**config.mk**
```make
export PLATFORM = sky130hd
export DESIGN_NAME = ps2_mouse_packet_tracker_unit
export DESIGN_NICKNAME = d
export VERILOG_FILES = /design/src/hdl/pmt_pkg.sv /design/src/hdl/pmt_packet_asm.sv /design/src/hdl/pmt_cursor.sv /design/src/hdl/pmt_buttons.sv /design/src/hdl/ps2_mouse_packet_tracker_unit.sv
export SDC_FILE = /design/constraint.sdc
export NUM_CORES = 1
export LEC_CHECK = 0
export BUFFER_PORTS_ARGS = -buffer_cell sky130_fd_sc_hd__buf_2
export CAP_MARGIN = 5
export CORE_UTILIZATION = 60
export CTS_CLUSTER_DIAMETER = 120
export DETAILED_ROUTE_END_ITERATION = 8
export PLACE_DENSITY = 0.79
export SYNTH_ARGS = -nofsm -noshare
export SYNTH_HDL_FRONTEND = slang
export SYNTH_SLANG_ARGS = --single-unit
```
**constraint.sdc**
```tcl
create_clock -name clk -period 12.39 [get_ports clk]
set_input_delay 0.6195 -clock clk [delete_from_list [all_inputs] [get_ports clk]]
set_output_delay 0.6195 -clock clk [all_outputs]
set_load 0.02 [all_outputs]
```
**src/hdl/pmt_pkg.sv**
```systemverilog
// Package for the PS/2 mouse packet tracker: word types, packet flag bits,
// register indexes, reset values and the delta decode function.
// Depends on nothing; every other file of the block takes its names from here.
package pmt_pkg;

	// Input word: a mouse byte or a millisecond tick.
	typedef struct packed {
		logic       kind;
		logic [7:0] data_byte;
	} in_word_t;

	// Result word: one per completed packet.
	typedef struct packed {
		logic [11:0] cursor_x;
		logic [11:0] cursor_y;
		logic [2:0]  buttons;
		logic [2:0]  clicks;
		logic [2:0]  holds;
	} out_word_t;

	localparam logic KIND_BYTE = 1'b0;
	localparam logic KIND_TICK = 1'b1;

	// Bit positions in the packet head byte.
	localparam int SYNC_POS  = 3;
	localparam int XSIGN_POS = 4;
	localparam int YSIGN_POS = 5;
	localparam int XOVF_POS  = 6;
	localparam int YOVF_POS  = 7;

	localparam int CURSOR_W = 12;
	localparam int HOLD_W   = 16;
	localparam int CFG_IDX_W = 2;

	typedef enum logic [CFG_IDX_W-1:0] {
		REG_MAX_X   = 2'd0,
		REG_MAX_Y   = 2'd1,
		REG_HOLD_MS = 2'd2
	} cfg_reg_t;

	localparam logic [11:0] MAX_X_RESET   = 12'd1008;
	localparam logic [11:0] MAX_Y_RESET   = 12'd752;
	localparam logic [15:0] HOLD_MS_RESET = 16'd100;
	localparam int          POS_RESET     = 50;

	localparam logic signed [9:0] OVF_EXTRA = 10'sd255;
	localparam logic [15:0]       HELD_SAT  = 16'hFFFF;

	// Byte position within a packet, one-hot.
	typedef enum logic [2:0] {
		PH_HEAD = 3'b001,
		PH_XB   = 3'b010,
		PH_YB   = 3'b100
	} phase_t;

	// Assembler status toward the cursor and button logic.
	typedef struct packed {
		logic       last;    // next byte completes a packet
		logic [7:0] head;
		logic [7:0] x_byte;
	} pkt_t;

	typedef struct packed {
		logic [2:0] buttons;
		logic [2:0] clicks;
		logic [2:0] holds;
	} btn_t;

	// 9-bit two's complement delta, pushed a further 255 out on overflow.
	function automatic logic signed [9:0] delta9(input logic [7:0] mag, input logic neg,
		input logic ovf);
		logic signed [9:0] d;
		d = $signed({neg, neg, mag});
		if (ovf) begin
			d = neg ? (d - OVF_EXTRA) : (d + OVF_EXTRA);
		end
		return d;
	endfunction

endpackage

```
**src/hdl/pmt_packet_asm.sv**
```systemverilog
// Packet assembler: collects the three bytes of a PS/2 mouse packet.
// Depends on pmt_pkg.
module pmt_packet_asm (
	input  logic          clk,
	input  logic          arst_n,
	input  logic          step_byte,
	input  logic [7:0]    byte_in,
	output pmt_pkg::pkt_t pkt
);

	pmt_pkg::phase_t phase_q;
	logic [7:0]      head_q;
	logic [7:0]      x_byte_q;

	always_ff @(posedge clk or negedge arst_n) begin
		if (!arst_n) begin
			phase_q  <= pmt_pkg::PH_HEAD;
			head_q   <= '0;
			x_byte_q <= '0;
		end else if (step_byte) begin
			unique case (phase_q)
				pmt_pkg::PH_HEAD: begin
					// drop bytes until one carries the sync bit
					if (byte_in[pmt_pkg::SYNC_POS]) begin
						head_q  <= byte_in;
						phase_q <= pmt_pkg::PH_XB;
					end
				end
				pmt_pkg::PH_XB: begin
					x_byte_q <= byte_in;
					phase_q  <= pmt_pkg::PH_YB;
				end
				pmt_pkg::PH_YB: begin
					phase_q <= pmt_pkg::PH_HEAD;
				end
				default: begin
					phase_q <= pmt_pkg::PH_HEAD;
				end
			endcase
		end
	end

	assign pkt.last   = (phase_q == pmt_pkg::PH_YB);
	assign pkt.head   = head_q;
	assign pkt.x_byte = x_byte_q;

endmodule

```
**src/hdl/pmt_cursor.sv**
```systemverilog
// Cursor position: applies packet deltas and clamps to the screen limits.
// Depends on pmt_pkg.
module pmt_cursor #(
	parameter int COORD_BITS = 12
) (
	input  logic        clk,
	input  logic        arst_n,
	input  logic        fire,
	input  logic [7:0]  head,
	input  logic [7:0]  x_byte,
	input  logic [7:0]  y_byte,
	input  logic [11:0] max_x,
	input  logic [11:0] max_y,
	output logic [11:0] cursor_x,
	output logic [11:0] cursor_y
);

	localparam int SUM_W = ((COORD_BITS > 12) ? COORD_BITS : 12) + 3;
	localparam logic signed [SUM_W-1:0] COORD_MAX_W = SUM_W'((1 << COORD_BITS) - 1);

	logic [COORD_BITS-1:0] pos_x_q, pos_y_q;
	logic [COORD_BITS-1:0] new_x, new_y;
	logic signed [9:0]     dx, dy;
	logic signed [SUM_W-1:0] sum_x, sum_y;

	function automatic logic [COORD_BITS-1:0] clamp(input logic signed [SUM_W-1:0] v,
		input logic [11:0] lim);
		logic signed [SUM_W-1:0] top;
		logic [COORD_BITS-1:0]   r;
		top = $signed(SUM_W'(lim));
		if (top > COORD_MAX_W) begin
			top = COORD_MAX_W;
		end
		if (v < 0) begin
			r = '0;
		end else if (v > top) begin
			r = COORD_BITS'(top);
		end else begin
			r = COORD_BITS'(v);
		end
		return r;
	endfunction

	always_comb begin
		dx    = pmt_pkg::delta9(x_byte, head[pmt_pkg::XSIGN_POS], head[pmt_pkg::XOVF_POS]);
		dy    = pmt_pkg::delta9(y_byte, head[pmt_pkg::YSIGN_POS], head[pmt_pkg::YOVF_POS]);
		// screen y grows downward, mouse y grows upward
		sum_x = $signed(SUM_W'(pos_x_q)) + SUM_W'(dx);
		sum_y = $signed(SUM_W'(pos_y_q)) - SUM_W'(dy);
		new_x = clamp(sum_x, max_x);
		new_y = clamp(sum_y, max_y);
	end

	always_ff @(posedge clk or negedge arst_n) begin
		if (!arst_n) begin
			pos_x_q <= COORD_BITS'(pmt_pkg::POS_RESET);
			pos_y_q <= COORD_BITS'(pmt_pkg::POS_RESET);
		end else if (fire) begin
			pos_x_q <= new_x;
			pos_y_q <= new_y;
		end
	end

	assign cursor_x = 12'(new_x);
	assign cursor_y = 12'(new_y);

endmodule

```
**src/hdl/pmt_buttons.sv**
```systemverilog
// Button tracker: press state, click detection and hold timing per button.
// Depends on pmt_pkg.
module pmt_buttons (
	input  logic          clk,
	input  logic          arst_n,
	input  logic          tick,
	input  logic          fire,
	input  logic [2:0]    pressed,
	input  logic [15:0]   hold_ms,
	output pmt_pkg::btn_t btn
);

	logic [2:0]  down_q;
	logic [15:0] held_q [3];
	logic [2:0]  clicks, holds;

	always_comb begin
		for (int i = 0; i < 3; i++) begin
			clicks[i] = pressed[i] & ~down_q[i];
			holds[i]  = pressed[i] & down_q[i] & (held_q[i] >= hold_ms);
		end
	end

	always_ff @(posedge clk or negedge arst_n) begin
		if (!arst_n) begin
			down_q <= '0;
			for (int i = 0; i < 3; i++) begin
				held_q[i] <= '0;
			end
		end else if (tick) begin
			for (int i = 0; i < 3; i++) begin
				if (down_q[i] && held_q[i] != pmt_pkg::HELD_SAT) begin
					held_q[i] <= held_q[i] + 16'd1;
				end
			end
		end else if (fire) begin
			down_q <= pressed;
			for (int i = 0; i < 3; i++) begin
				// restart on a new press, clear on release, keep while held
				if (!(pressed[i] && down_q[i])) begin
					held_q[i] <= '0;
				end
			end
		end
	end

	assign btn.buttons = pressed;
	assign btn.clicks  = clicks;
	assign btn.holds   = holds;

endmodule

```
**src/hdl/ps2_mouse_packet_tracker_unit.sv**
```systemverilog
// Top level of the PS/2 mouse packet tracker: input stage, result register,
// configuration registers. Depends on pmt_pkg, pmt_packet_asm, pmt_cursor, pmt_buttons.
//
// Usage:
//   in channel  (in_valid/in_ready/in_data): one word per mouse byte or per
//     millisecond tick. Bytes build three-byte packets; a head byte without
//     the sync bit is dropped. Ticks age the hold timers of pressed buttons.
//   out channel (out_valid/out_ready/out_data): one word per completed
//     packet with the clamped cursor, button state, click and hold flags.
//   cfg channel (cfg_valid/cfg_ready/cfg_index/cfg_data): writes max_x,
//     max_y and hold_ms; always ready, write only while the block is idle.
// Throughput: one word per cycle unless a third packet byte waits behind a stalled
// result. A word is registered in the input stage and processed there; a packet's
// result is loaded into the result register when its third byte leaves that stage.
// Stall: the result register holds a word until taken. While it is full and
// stalled, the input stage still passes ticks and non-final bytes; only a
// third packet byte waits, and in_ready then drops until out_ready returns.
// Reset: cursor at (50,50), buttons released, packet assembly at the head
// byte, registers at 1008/752/100.
module ps2_mouse_packet_tracker_unit #(
	parameter int COORD_BITS = 12
) (
	input  logic               clk,
	input  logic               arst_n,
	input  logic               in_valid,
	output logic               in_ready,
	input  pmt_pkg::in_word_t  in_data,
	output logic               out_valid,
	input  logic               out_ready,
	output pmt_pkg::out_word_t out_data,
	input  logic               cfg_valid,
	output logic               cfg_ready,
	input  logic [1:0]         cfg_index,
	input  logic [15:0]        cfg_data
);

	// configuration
	logic [11:0] max_x_q, max_y_q;
	logic [15:0] hold_ms_q;

	// input stage
	logic              valid_s1;
	pmt_pkg::in_word_t word_s1;

	// result register
	logic               out_valid_q;
	pmt_pkg::out_word_t out_q;

	pmt_pkg::pkt_t pkt;
	pmt_pkg::btn_t btn;
	logic [11:0]   cursor_x, cursor_y;
	logic          is_byte_s1, final_s1, can_move, step, step_byte, tick, fire;

	assign cfg_ready = 1'b1;

	always_ff @(posedge clk or negedge arst_n) begin
		if (!arst_n) begin
			max_x_q   <= pmt_pkg::MAX_X_RESET;
			max_y_q   <= pmt_pkg::MAX_Y_RESET;
			hold_ms_q <= pmt_pkg::HOLD_MS_RESET;
		end else if (cfg_valid) begin
			unique case (cfg_index)
				pmt_pkg::REG_MAX_X:   max_x_q   <= cfg_data[11:0];
				pmt_pkg::REG_MAX_Y:   max_y_q   <= cfg_data[11:0];
				pmt_pkg::REG_HOLD_MS: hold_ms_q <= cfg_data;
				default: ;  // unmapped index: drop the write
			endcase
		end
	end

	// A word in the input stage may finish unless it completes a packet while
	// the result register is full and stalled.
	assign is_byte_s1 = (word_s1.kind == pmt_pkg::KIND_BYTE);
	assign final_s1   = valid_s1 && is_byte_s1 && pkt.last;
	assign can_move   = !final_s1 || !out_valid_q || out_ready;
	assign step       = valid_s1 && can_move;
	assign step_byte  = step && is_byte_s1;
	assign tick       = step && (word_s1.kind == pmt_pkg::KIND_TICK);
	assign fire       = step_byte && pkt.last;
	assign in_ready   = !valid_s1 || can_move;

	always_ff @(posedge clk or negedge arst_n) begin
		if (!arst_n) begin
			valid_s1 <= 1'b0;
		end else if (in_ready) begin
			valid_s1 <= in_valid;
		end
	end

	// advance the payload only on acceptance
	always_ff @(posedge clk) begin
		if (in_valid && in_ready) begin
			word_s1 <= in_data;
		end
	end

	pmt_packet_asm u_asm (
		.clk       (clk),
		.arst_n    (arst_n),
		.step_byte (step_byte),
		.byte_in   (word_s1.data_byte),
		.pkt       (pkt)
	);

	pmt_cursor #(
		.COORD_BITS (COORD_BITS)
	) u_cursor (
		.clk      (clk),
		.arst_n   (arst_n),
		.fire     (fire),
		.head     (pkt.head),
		.x_byte   (pkt.x_byte),
		.y_byte   (word_s1.data_byte),
		.max_x    (max_x_q),
		.max_y    (max_y_q),
		.cursor_x (cursor_x),
		.cursor_y (cursor_y)
	);

	pmt_buttons u_buttons (
		.clk     (clk),
		.arst_n  (arst_n),
		.tick    (tick),
		.fire    (fire),
		.pressed (pkt.head[2:0]),
		.hold_ms (hold_ms_q),
		.btn     (btn)
	);

	// Result register: drop the word once taken, load a new one on a packet.
	always_ff @(posedge clk or negedge arst_n) begin
		if (!arst_n) begin
			out_valid_q <= 1'b0;
		end else if (fire) begin
			out_valid_q <= 1'b1;
		end else if (out_ready) begin
			out_valid_q <= 1'b0;
		end
	end

	always_ff @(posedge clk) begin
		if (fire) begin
			out_q.cursor_x <= cursor_x;
			out_q.cursor_y <= cursor_y;
			out_q.buttons  <= btn.buttons;
			out_q.clicks   <= btn.clicks;
			out_q.holds    <= btn.holds;
		end
	end

	assign out_valid = out_valid_q;
	assign out_data  = out_q;

`ifndef SYNTHESIS
	// a completed packet always leaves a result pending
	a_fire_loads: assert property (@(posedge clk) disable iff (!arst_n)
		fire |=> out_valid)
		else $error("packet completed without a result");

	// the input side only stalls behind a stalled result
	a_stall_cause: assert property (@(posedge clk) disable iff (!arst_n)
		!in_ready |-> (valid_s1 && out_valid && !out_ready))
		else $error("input stalled without output back-pressure");

	// a button cannot both click and hold, and flags only for pressed buttons
	a_flag_sense: assert property (@(posedge clk) disable iff (!arst_n)
		out_valid |-> (((out_data.clicks & out_data.holds) == 3'b000) &&
			((out_data.clicks & ~out_data.buttons) == 3'b000) &&
			((out_data.holds & ~out_data.buttons) == 3'b000)))
		else $error("inconsistent button flags");
`endif

endmodule

```
Yosys cells after proc, flatten, opt, wreduce, memory -nomap -nowiden:

Cells that the tools add are included.

* reduce and logical (&&, ||, !) cells: 32
* mux-type cells: 20
* equal/unequal tests: 15
* bitwise gates (word level): 14
* add/sub/neg operators: 9
* magnitude comparators: 7

Operators by type and width (number)
* 16-bit 2-to-1 mux: 6
* 48-bit 2-to-1 mux: 2
* 16-bit by 1-bit adder with 16-bit output, second input constant: 3
* 16-bit greater-or-equal comparator: 3
* 12-bit 2-to-1 mux: 4
* 16-bit != test, second input constant: 3
* 10-bit 2-to-1 mux: 4
* 14-bit by 13-bit > comparator with 1-bit output: 2
* 14-bit by 1-bit less-than comparator with 1-bit output, second input constant: 2
* 9-bit by 9-bit adder with 10-bit output, second input constant: 2
* 9-bit by 9-bit subtractor with 10-bit output, second input constant: 2
* 13-bit by 10-bit adder with 14-bit output: 1
* 13-bit by 10-bit subtractor with 14-bit output: 1
* 1-bit logical AND: 13
* 2-bit AND reduction: 6
* 3-bit AND reduction: 4
* 1-bit bitwise AND: 9
* 2-bit != test, second input constant: 4
* 2-bit by 1-bit != test with 1-bit output, second input constant: 3
* 3-bit one-hot mux with 2 select lines: 1
* 1-bit NOT: 5
* 2-bit nonzero test: 2
* 3-bit by 1-bit equality test with 1-bit output, second input constant: 1
* 3-bit by 2-bit equality test with 1-bit output, second input constant: 1
* 8 further kinds: 13

* flip-flop bits (word level): 178
* output and inout port bits: 36
* input port bits: 32
* logic and storage cells: 118

Logic depth before layout (Yosys ltp):

Gate-level depths: netlist of the first run.

* word-level depth: 11
* mapped depth: 27
* gate-level depth less buffers: 26

By module:

From an unflattened synthesis of the first run, not the netlist that was laid out.

* cell total of the unflattened synthesis: 1087
* area total of the unflattened synthesis: 11397.2 µm²

Modules (own cells, without submodules)
* pmt_buttons: seq. area each 1276.2 µm², area an instance 4032.6 µm², cells an instance 468, times used 1
* pmt_cursor: seq. area each 608.1 µm², area an instance 3699.8 µm², cells an instance 431, times used 1
* ps2_mouse_packet_tracker_unit: seq. area each 2329.7 µm², area an instance 2921.6 µm², cells an instance 143, times used 1
* pmt_packet_asm: seq. area each 476.7 µm², area an instance 743.2 µm², cells an instance 45, times used 1

Worst setup path before layout of the first run:

OpenSTA, ideal clock, no wires.

* kind: flip-flop to flip-flop
* start: reg u_asm.head_q[4]
* end: reg out_q (netlist bit out_data[32]) (data pin)
* setup slack: 7174 ps
* arrival: 4957 ps
* setup time: 260 ps
* clock period less this slack: 5216 ps
* data required time: 12130 ps
* buffers on the path: 1
* cell stages (with the launch flop): 26
* path through: dfrtp_1 inv_1 ha_1 a21o_1 a21oi_1 o21bai_1 a21oi_1 o21bai_1 a21oi_1 xnor2_1 mux2_2 ha_1 o211ai_1 nor2_1 a41oi_2 nand2b_1 xnor2_1 ha_1 nand3_1 or4_1 o31a_1 a2111oi_2 a31o_1 buf_6 mux2i_1 nor2_1

* word-level cells in the longest chain between the ends: 7
* elaborated cells between the ends (all ways): 9
* those cells by class: 3 x add/sub; 2 x order compare; 4 x mux

RTL lines
* from (decl): RTL line pmt_packet_asm.sv:12 `logic [7:0] head_q;`
* from (signal assigned): RTL line pmt_packet_asm.sv:25 `head_q <= byte_in;`
* 9-bit by 9-bit adder with 10-bit output / 9-bit by 9-bit subtractor with 10-bit output (equally long branches): RTL line pmt_pkg.sv:75 `d = neg ? (d - OVF_EXTRA) : (d + OVF_EXTRA);`
* 10-bit 2-to-1 mux: RTL line pmt_pkg.sv:75
* 10-bit 2-to-1 mux (*): RTL line pmt_pkg.sv:74 `if (ovf) begin`
* 13-bit by 10-bit adder with 14-bit output (*): RTL line pmt_cursor.sv:48 `sum_x = $signed(SUM_W'(pos_x_q)) + SUM_W'(dx);`
* 14-bit by 13-bit > comparator with 1-bit output: RTL line pmt_cursor.sv:36 `end else if (v > top) begin`
* 12-bit 2-to-1 mux: RTL line pmt_cursor.sv:36
* 12-bit 2-to-1 mux (*): RTL line pmt_cursor.sv:34 `if (v < 0) begin`
* net cursor_x[11]: RTL line ps2_mouse_packet_tracker_unit.sv:51 `logic [11:0] cursor_x, cursor_y;`
* to (decl): RTL line ps2_mouse_packet_tracker_unit.sv:47 `pmt_pkg::out_word_t out_q;`

Mark *: on every way through the listed nets, which the timed path passes. The rest lies on a longest branch.
A chain may end at the register's enable or synchronous reset.

Worst setup path after layout of the first run:

* start: reg u_asm.head_q[4]
* end: reg out_q (netlist bit out_data[22]) (data pin)

Same word-level chain as after synthesis.

==> results of run 1 <==
-- how the worst max path moves through the flow --
stage	end	slack, ps	depth (start not counted)
floorplan	out_data[32]	7170	25
global placement	out_data[32]	6530	24
detailed placement	out_data[32]	6360	24
CTS	out_data[22]	6280	24
global route	out_data[22]	5810	24
finish	out_data[22]	6250	24
-- registers in the layout (all words and copies together), names as in the netlist, 9 cells and up --
signal	cells
hold_ms_q	16
u_cursor.pos_y_q	12
max_y_q	12
u_buttons.held_q	48
u_cursor.pos_x_q	12
out_data	33
max_x_q	12
word_s1	9
-- Yosys cell counts, types with 20 or more instances --
| cell | n | area share |
|---|---|---|
| a21oi_1 | 54 | 0.025 |
| dfrtp_1 | 114 | 0.26 |
| dfstp_2 | 21 | 0.050 |
| edfxtp_1 | 42 | 0.11 |
| ha_1 | 118 | 0.13 |
| inv_1 | 73 | 0.025 |
| mux2_2 | 51 | 0.052 |
| mux2i_1 | 20 | 0.018 |
| nand2_1 | 75 | 0.026 |
| nand3_1 | 25 | 0.011 |
| nor2_1 | 93 | 0.032 |
| o21ai_0 | 47 | 0.021 |
| xnor2_1 | 39 | 0.031 |
| xor2_1 | 27 | 0.022 |
-- metal layers --
metal / track usage / up-vias / routed length, um
met2: 0.4500 / 211 / 11570
met4: 0.1520 / 0 / 1229
met3: 0.05666 / 82 / 1070
met5: 0 / - / 0
li1: - / 3889 / -
met1: 0.3533 / 3894 / 10770
-- cell families (layout without fill, tap and decap cells) --
family / count (synthesis) / after routing / synth area share
AO/OA/AOI/OAI: 223 / 223 / 0.1381
flip-flops: 177 / 177 / 0.4243
AND/OR/NAND/NOR: 290 / 290 / 0.1279
multiplexers: 77 / 77 / 0.07862
XOR/XNOR: 66 / 66 / 0.05257
buffers and inverters: 94 / 174 / 0.03664
adder cells (fa/ha/maj): 122 / 122 / 0.1415
other: 1 / 1 / 0.0003410
-- worst max-delay path, delay by kind of cell, from the launching register on --
| family | cells | cell delay (ps) |
|---|---|---|
| simple gates | 6 | 1110 |
| mux | 1 | 290 |
| flops | 1 | 530 |
| xor+xnor | 1 | 180 |
| buf+inv | 1 | 290 |
| compound gates | 12 | 2380 |
| fa+ha+maj | 3 | 1110 |
-- area by class of cell --
cell class                 count  area [um^2]
fill                        1358         5841
clock inverter                 8        100.1
multi-input combinational    779         5933
inverter                      74        282.8
clock buffer                  24        503.0
timing repair buffer          68        351.6
tap                          229        286.5
sequential                   177         4666
-- report_power, final --
part           total [mW]  internal [mW]  switching (mW)
clock network       0.549          0.325           0.224
registers           0.889          0.761           0.129
logic                2.05          0.887            1.16
total                3.49           1.97            1.51
-- cell usage in the layout, fill, tap and decap left out, types with 11 or more instances in the layout --
cell type and instances:
xor2_1 27, o21ai_0 47, xnor2_1 39, nand2b_1 14, nand2_1 75, ha_1 118
mux2_2 51, buf_2 65, nand3_1 25, a21oi_1 54, mux2i_1 20, clkbuf_16 18
edfxtp_1 42, nor2b_1 12, o21a_1 11, nand4_1 12, a21o_1 17, o21ai_1 11
nor2_1 93, inv_1 73, dfstp_2 21, dfrtp_1 114
==> results.yml, run 1 <==
run_status:
  status: "complete, no violations"
clocking:
  cts_tree: "built"
  cts_buffer_depth: 2
  insertion_delay_ps: 430
  cts-root-buf: "clkbuf_16"
  cts_resized: 0
  post_cts_buffers: 0
  cts_sinks: 177
  htree_levels: 4
  path_clk_slew_ps: 70
  cts_buffers: 17
  holdBufCountCts: 0
setup_path:
  cp_cell_sequence: "inv_1 > fa_1 > a21oi_1 > nor2_1 > nor2_1 > o21bai_1 > a21oi_1 > o21bai_1 > a21oi_1 > a21oi_1 > ha_1 > a21oi_1 > o21ai_0 > a41oi_2 > nand2b_1 > xnor2_1 > ha_1 > nand3_1 > or4_1 > o31a_1 > a2111oi_2 > a31o_1 > mux2i_1 > nor2_1"
  worstPathMaxFanout: 12
  crit_path_start: "u_asm.head_q[4]"
  r2r_end: "out_data[22]"
  cpPeakStageDelay_ps: 530
  cp.arrival_ps: 6310
  startpoint_type: "register"
  end_kind: "register"
  required_ps: 12570
  ff2ff_setup_slack_ps: 6250
  path_class: "reg -> reg"
  crit_top_cell: "a21oi_1"
  r2r-start: "u_asm.head_q[4]"
  r2r_cells: 24
  crit_slowest_cell: "dfrtp_1"
global_routing:
  antenna_found_initial: 0
  grt_pass1_wl_um: 39520
  grt_usage: 0.2796
  grt_pass1_vias: 7855
  grt_max_degree: 70
  grt-ovfl-total: 0
layout:
  finalNetCount: 1271
  antenna_cells: 0
  fin_area_um2: 12120
  fin_util: 0.6749
  syn2layout_area_growth_pct: 10.24
  drive_gt1_frac: 0.1770
  instances_no_fill: 1359
floorplan:
  dieArea_um2: 18870
  rows: 49
  start_util: 0.6122
  num_io_pins: 68
  core_um2: 17960
  die_y_um: 137.4
  die_w_um: 137.4
sta:
  setup_viol: 0
  fin_setup_tns_ps: 0
  slew_headroom: 0.2255
  slew_viol_final: 0
  finClkSkew_ps: 12.10
  hold_viol_final: 0
  worst_slew_pin_slew_ps: 1153
  rsz0062_at_grt: "false"
  holdWs_ps: 182.3
  period_share: 0.4952
  fin_ws_ps: 6255
  fmax_mhz: 163.0
  period_minus_slack_ps: 6135
detailed_routing:
  wire_per_inst_um: 18.13
  ant_nets: 0
  drt_iter0_drc: 516
  wl_um: 24630
  drc: 0
  viasPerCell: 5.943
  vias: 8076
  drtPass1Iterations: 5
yosys:
  synth_area_um2: 11000
  async_flop_share: 0.7627
  synth_edf_count: 42
  syn-num-nets: 1204
  synth_seq_cells: 177
  avgSynthCellArea_um2: 10.47
  synth_cell_type_count: 73
  seq_area_frac_synth: 0.4243
  ys_warn_count: 0
  netlist_instances: 1050
  synthFlopType: "dfrtp_1"
worst_hold_path:
  hold_class: "in -> async"
power:
  power.density_nw_per_um2: 287.7
  leakage_nw: 5.628
  total_power_mw: 3.488
  ir_drop_mv: 0.1969
placement:
  dp.cells: 1327
  gp_congestion: 0.8794
  place_area_um2: 11520
  dpl_worst_slack_ps: 6360
  place_hpwl_um: 18180
  port_buffers: 66
flow_run:
  drv_cap: 0
No activity file was read; power rests on OpenSTA's default activity.
==> inputs of run 2 (changes only) <==
Settings changed: ABC_AREA set to 1, CORE_UTILIZATION 60 to 57, PLACE_DENSITY 0.79 to 0.78.
Clock period 12.39 ns to 5.4 ns, I/O delays scaled along.
==> run 2 against run 1 <==
Net effect: first-iteration DRC count is 48% higher; die area grew 17%; register-to-register slack worse by 5800 ps; setup slack worse by 5800 ps; wire length up 25%; critical path type unchanged; critical endpoint is now out_data[24]; largest cell class unchanged; highest routed layer unchanged.
==> results.yml, run 2 <==
run_status:
  status: "complete, no violations"
clocking:
  cts_buffer_depth: 2
  insertion_delay_ps: 440
  cts_sinks: 177
  path_clk_slew_ps: 70
  cts-root-buf: "clkbuf_16"
  cts_tree: "built"
  cts_buffers: 17
  htree_levels: 4
sta:
  slew_headroom: 0.3422
  hold_viol_final: 0
  fin_setup_tns_ps: 0
  period_minus_slack_ps: 4945
  slew_viol_final: 0
  rsz0062_at_grt: "false"
  fmax_mhz: 202.2
  period_share: 0.9157
  setup_viol: 0
  finClkSkew_ps: 14.51
  worst_slew_pin_slew_ps: 983.9
layout:
  antenna_cells: 0
  syn2layout_area_growth_pct: 9.795
  top_register: "u_buttons.held_q"
  fin_area_um2: 13480
  mostFrequentLayoutCell: "nand2_1"
  final_cell_mix: "435 x nand2_1, 221 x inv_1, 118 x ha_1"
  drive_gt1_frac: 0.1152
  finalNetCount: 1807
  largest_reg_flops: 48
  instances_no_fill: 1941
yosys:
  netlist.area_leader.share: 0.2324
  synthFlopType: "dfrtp_1"
  synth.most_common_cell: "nand2_1"
  synthTopCellsByCount: "436 x nand2_1, 222 x inv_1, 118 x ha_1"
  synth_largest_area_cell: "dfrtp_1"
  synth_area_um2: 12280
  syn-num-nets: 1745
  avgSynthCellArea_um2: 7.716
  synth_seq_cells: 177
  async_flop_share: 0.7627
  netlist_instances: 1591
  synth_cell_type_count: 53
  synth_area_leaders: "dfrtp_1 23%, nand2_1 13%, ha_1 12%"
  seq_area_frac_synth: 0.3801
  synth_edf_count: 42
  ys_warn_count: 0
floorplan:
  die_y_um: 148.8
  start_util: 0.5821
  num_io_pins: 68
  die_w_um: 148.8
  rows: 53
  core_um2: 21090
  dieArea_um2: 22130
setup_path:
  path_class: "reg -> reg"
  cp.arrival_ps: 5130
  crit_top_cell: "nand2_1"
  critPathBufInv: 5
  crit_slowest_cell: "dfrtp_1"
  required_ps: 5580
  critPathTopFamily: "simple AND/OR/NAND/NOR gates"
  worstPathMaxFanout: 12
  startpoint_type: "register"
  cpPeakStageDelay_ps: 380
  end_kind: "register"
detailed_routing:
  ant_nets: 0
  vias: 10900
  wire_per_inst_um: 15.89
  viasPerCell: 5.615
  drtPass1Iterations: 5
  drt_iter0_drc: 764
  drc: 0
  wl_um: 30840
power:
  ir_drop_mv: 0.2723
  power.density_nw_per_um2: 593.9
  total_power_mw: 8.005
  leakage_nw: 6.870
global_routing:
  grt_max_degree: 96
  antenna_found_initial: 0
  grt_pass1_vias: 10290
  grt_usage: 0.2913
  grt_pass1_wl_um: 50290
  grt-ovfl-total: 0
placement:
  port_buffers: 66
  dp.cells: 1904
  place_area_um2: 12820
  gp_congestion: 0.9413
  place_hpwl_um: 23100
flow_run:
  drv_cap: 0
worst_hold_path:
  hold_class: "in -> reg"
run 2: changes by cell type after synthesis, moves of 28 or more:
| cell | delta |
|---|---|
| mux2_2 | -51 |
| xnor2_1 | -28 |
| inv_1 | +149 |
| o21ai_0 | +31 |
| nand2_1 | +361 |
| nand3_1 | +76 |
| nand4_1 | +28 |
run 2: final timing paths:
check | start | endpoint | slack, ps | cells after the start
min reg2reg | u_cursor.pos_y_q[5] | u_cursor.pos_y_q[5] | 480 | 2
min in group asynchronous | arst_n | u_asm.head_q[6] | 500 | 2
max in group asynchronous | arst_n | u_asm.phase_q[0] | 3810 | 3
max reg2reg | u_asm.head_q[4] | out_data[24] | 460 | 32
max | u_asm.head_q[4] | out_data[24] | 460 | 32
min | in_data[5] | word_s1[5] | 10 | 1
run 2: cell families (layout without fill, tap and decap cells):
logic type      after synthesis  count (layout)  share of synthesized area
fa+ha+maj                   122             122                     0.1268
xor+xnor                     42              42                    0.02997
flops                       177             177                     0.3801
compound gates              217             217                    0.09857
other cells                   1               1                  0.0003055
simple gates                766             766                     0.2790
buf+inv                     266             341                    0.08531
run 2: worst reg2reg max path, delay by kind of cell (launching register included):
| kind | cells | cell delay (ps) |
|---|---|---|
| fa+ha+maj | 3 | 960 |
| simple gates | 20 | 2160 |
| compound gates | 4 | 590 |
| flops | 1 | 380 |
| buf+inv | 5 | 620 |
run 2: what timing repair did:
item / in CTS / in global routing
gates resized for setup: 0 / 2
hold endpoints to repair: 31 / 2
buffers inserted: 0 / 2
endpoints found under the setup margin: 0 / 19
hold buffers: 1 / 2
run 2: final cells by class:
class | instances | area, um^2
Sequential cell | 177 | 4666
Inverter | 235 | 890.9
Multi-Input combinational cell | 1148 | 6570
Clock buffer | 18 | 429.2
Fill cell | 1826 | 7610
Clock inverter | 14 | 173.9
Tap cell | 275 | 344.1
Timing Repair Buffer | 74 | 404.1
run 2: routing by layer:
metal	GRT usage	up-vias	routed length [um]
met5	0	-	0
met4	0.1153	0	915
met3	0.03486	64	1515
met2	0.4729	344	14300
met1	0.3979	5130	14110
li1	-	5361	-
run 2: where the power goes:
part	total, mW	internal (mW)	switching (mW)
clock	1.28	0.699	0.581
combinational	4.60	1.61	2.99
sequential	2.13	1.77	0.357
run 2: metrics by stage:
stage / setup slack (ps) / util / hold WS [ps]
global route: 12.54 / 0.6391 / -0.7826
global placement: 521.7 / 0.6081 / 438.5
finish: 455.3 / 0.6391 / 14.68
floorplan: 1075 / - / -25.59
detailed placement: 399.6 / 0.6081 / 447.4
CTS: 372.1 / 0.6372 / 3.086
==> inputs of run 3 (changes only) <==
Settings changed: ABC_CLOCK_PERIOD_IN_PS set to 6300, CORE_UTILIZATION 57 to 60, PLACE_DENSITY 0.78 to 0.79.
Clock period 5.4 ns to 6.3 ns, I/O delays scaled along.
==> run 3 against run 2 <==
Net effect: combinational power is 16% lower; sequential cell count unchanged; global-route usage up 0.44 points; via count decreased by 0.75%; maximum frequency is 5.7% lower; worst hold slack improved by 29 ps; setup slack improved by 600 ps; power is 15% lower; first-iteration DRC count is 9.9% lower; clock skew decreased by 2.5 ps; register-to-register slack gained 600 ps; sequential power down 15%.
==> results.yml, run 3 (synthesized netlist as in run 2, its figures left out) <==
setup_path:
  cp.arrival_ps: 5440
  cpPeakStageDelay_ps: 540
  ff2ff_setup_slack_ps: 1050
  end_kind: "register"
  path_class: "reg -> reg"
  r2r_end: "out_data[11]"
  r2r-start: "u_asm.head_q[5]"
  r2r_cells: 30
  worstPathMaxFanout: 15
  startpoint_type: "register"
  crit_slowest_cell: "fa_1"
  crit_top_cell: "nand2_1"
  crit_path_start: "u_asm.head_q[5]"
  required_ps: 6490
  endpoint: "out_data[11]"
clocking:
  cts_sinks: 177
  insertion_delay_ps: 440
  cts-root-buf: "clkbuf_16"
  htree_levels: 4
  path_clk_slew_ps: 70
  cts_tree: "built"
  post_cts_buffers: 0
  cts_buffers: 17
  cts_buffer_depth: 2
layout:
  multi_input_area_um2: 6568
  syn2layout_area_growth_pct: 9.499
  drive_gt1_frac: 0.1137
  regArea_um2: 4666
  final_cell_mix: "436 x nand2_1, 222 x inv_1, 118 x ha_1"
  antenna_cells: 0
  top_register: "u_buttons.held_q"
  largest_reg_flops: 48
  finalNetCount: 1803
  mostFrequentLayoutCell: "nand2_1"
  final.fill_count: 1694
power:
  ir_drop_mv: 0.2668
  leakage_nw: 6.871
  power.density_nw_per_um2: 508.0
placement:
  place_hpwl_um: 22900
  port_buffers: 66
  gp_congestion: 0.9419
sta:
  worst_slew_pin_slew_ps: 1168
  holdWs_ps: 43.53
  rsz0062_at_grt: "false"
  hold_viol_final: 0
  fmax_mhz: 190.6
  period_minus_slack_ps: 5246
  fin_setup_tns_ps: 0
  slew_headroom: 0.2192
  period_share: 0.8327
  slew_viol_final: 0
  setup_viol: 0
  finClkSkew_ps: 12.02
detailed_routing:
  wire_per_inst_um: 15.80
  drc: 0
  wl_um: 30440
  vias: 10820
  drt_iter0_drc: 688
  drtPass1Iterations: 5
  ant_nets: 0
  viasPerCell: 5.613
floorplan:
  num_io_pins: 68
  die_w_um: 145.0
  start_util: 0.6206
  die_y_um: 145.0
  dieArea_um2: 21040
  rows: 51
  core_um2: 19780
run_status:
  status: "complete, no violations"
global_routing:
  grt_pass1_vias: 10160
  grt_pass1_wl_um: 49560
  grt_usage: 0.2957
  grt-ovfl-total: 0
  antenna_found_initial: 0
  grt_max_degree: 74
worst_hold_path:
  hold_class: "in -> reg"
flow_run:
  drv_cap: 0
[run 3: layout make-up]
cell class,instances,area share
flip-flops and latches,177,0.3471
clock buffers,17,0.03165
repair buffers,70,0.02746
inverters,235,0.06600
well taps,265,0.02467
multi-input cells,1148,0.4886
clock inverters,15,0.01452
[run 3: report_power, final]
group	internal, mW	leakage (nW)	total (mW)	switching, mW
Clock	0.636	0.300	1.13	0.492
Sequential	1.52	2.09	1.82	0.301
Combinational	1.37	4.48	3.88	2.52
Total	3.52	6.87	6.83	3.31
[run 3: routing by layer]
layer,track usage,part of all wire,vias to the layer above
met5,0,0,-
li1,-,-,5352
met4,0.1223,0.031,0
met1,0.3977,0.45,5019
met2,0.4724,0.46,385
met3,0.05031,0.067,61
[run 3: how the worst min path moves through the flow]
stage	slack (ps)	end	start	cells after the start
floorplan	20	hold_ms_q[0]	arst_n	0
global placement	360	u_cursor.pos_x_q[10]	arst_n	1
detailed placement	360	u_cursor.pos_x_q[10]	arst_n	1
CTS	40	word_s1[1]	in_data[1]	1
global route	40	word_s1[3]	in_data[3]	1
finish	40	word_s1[3]	in_data[3]	1
[run 3: critical path: cells and delay by family (launching register included)]
| family | cells | cell delay (ps) |
|---|---|---|
| buffers and inverters | 4 | 530 |
| AOI/OAI and AO/OA | 4 | 610 |
| DFF | 1 | 440 |
| and+or+nand+nor | 19 | 2310 |
| adders and majority gates | 3 | 1080 |
[run 3: repair_timing]
item / CTS / global route
hold buffers: 1 / 0
resized for setup: 0 / 0
endpoints found under the hold margin: 55 / 0
[run 3: stage by stage]
stage	cell area (um^2)	setup WS, ps	std cells	util	total power [mW]
global route	13440	468.1	1927	0.6795	7.476
CTS	13440	1110	1927	0.6795	6.791
floorplan	12280	1975	1591	-	4.763
finish	13440	1054	1927	0.6795	6.829
detailed placement	12810	1154	1894	0.6476	5.605
global placement	12810	1238	1894	0.6476	5.476
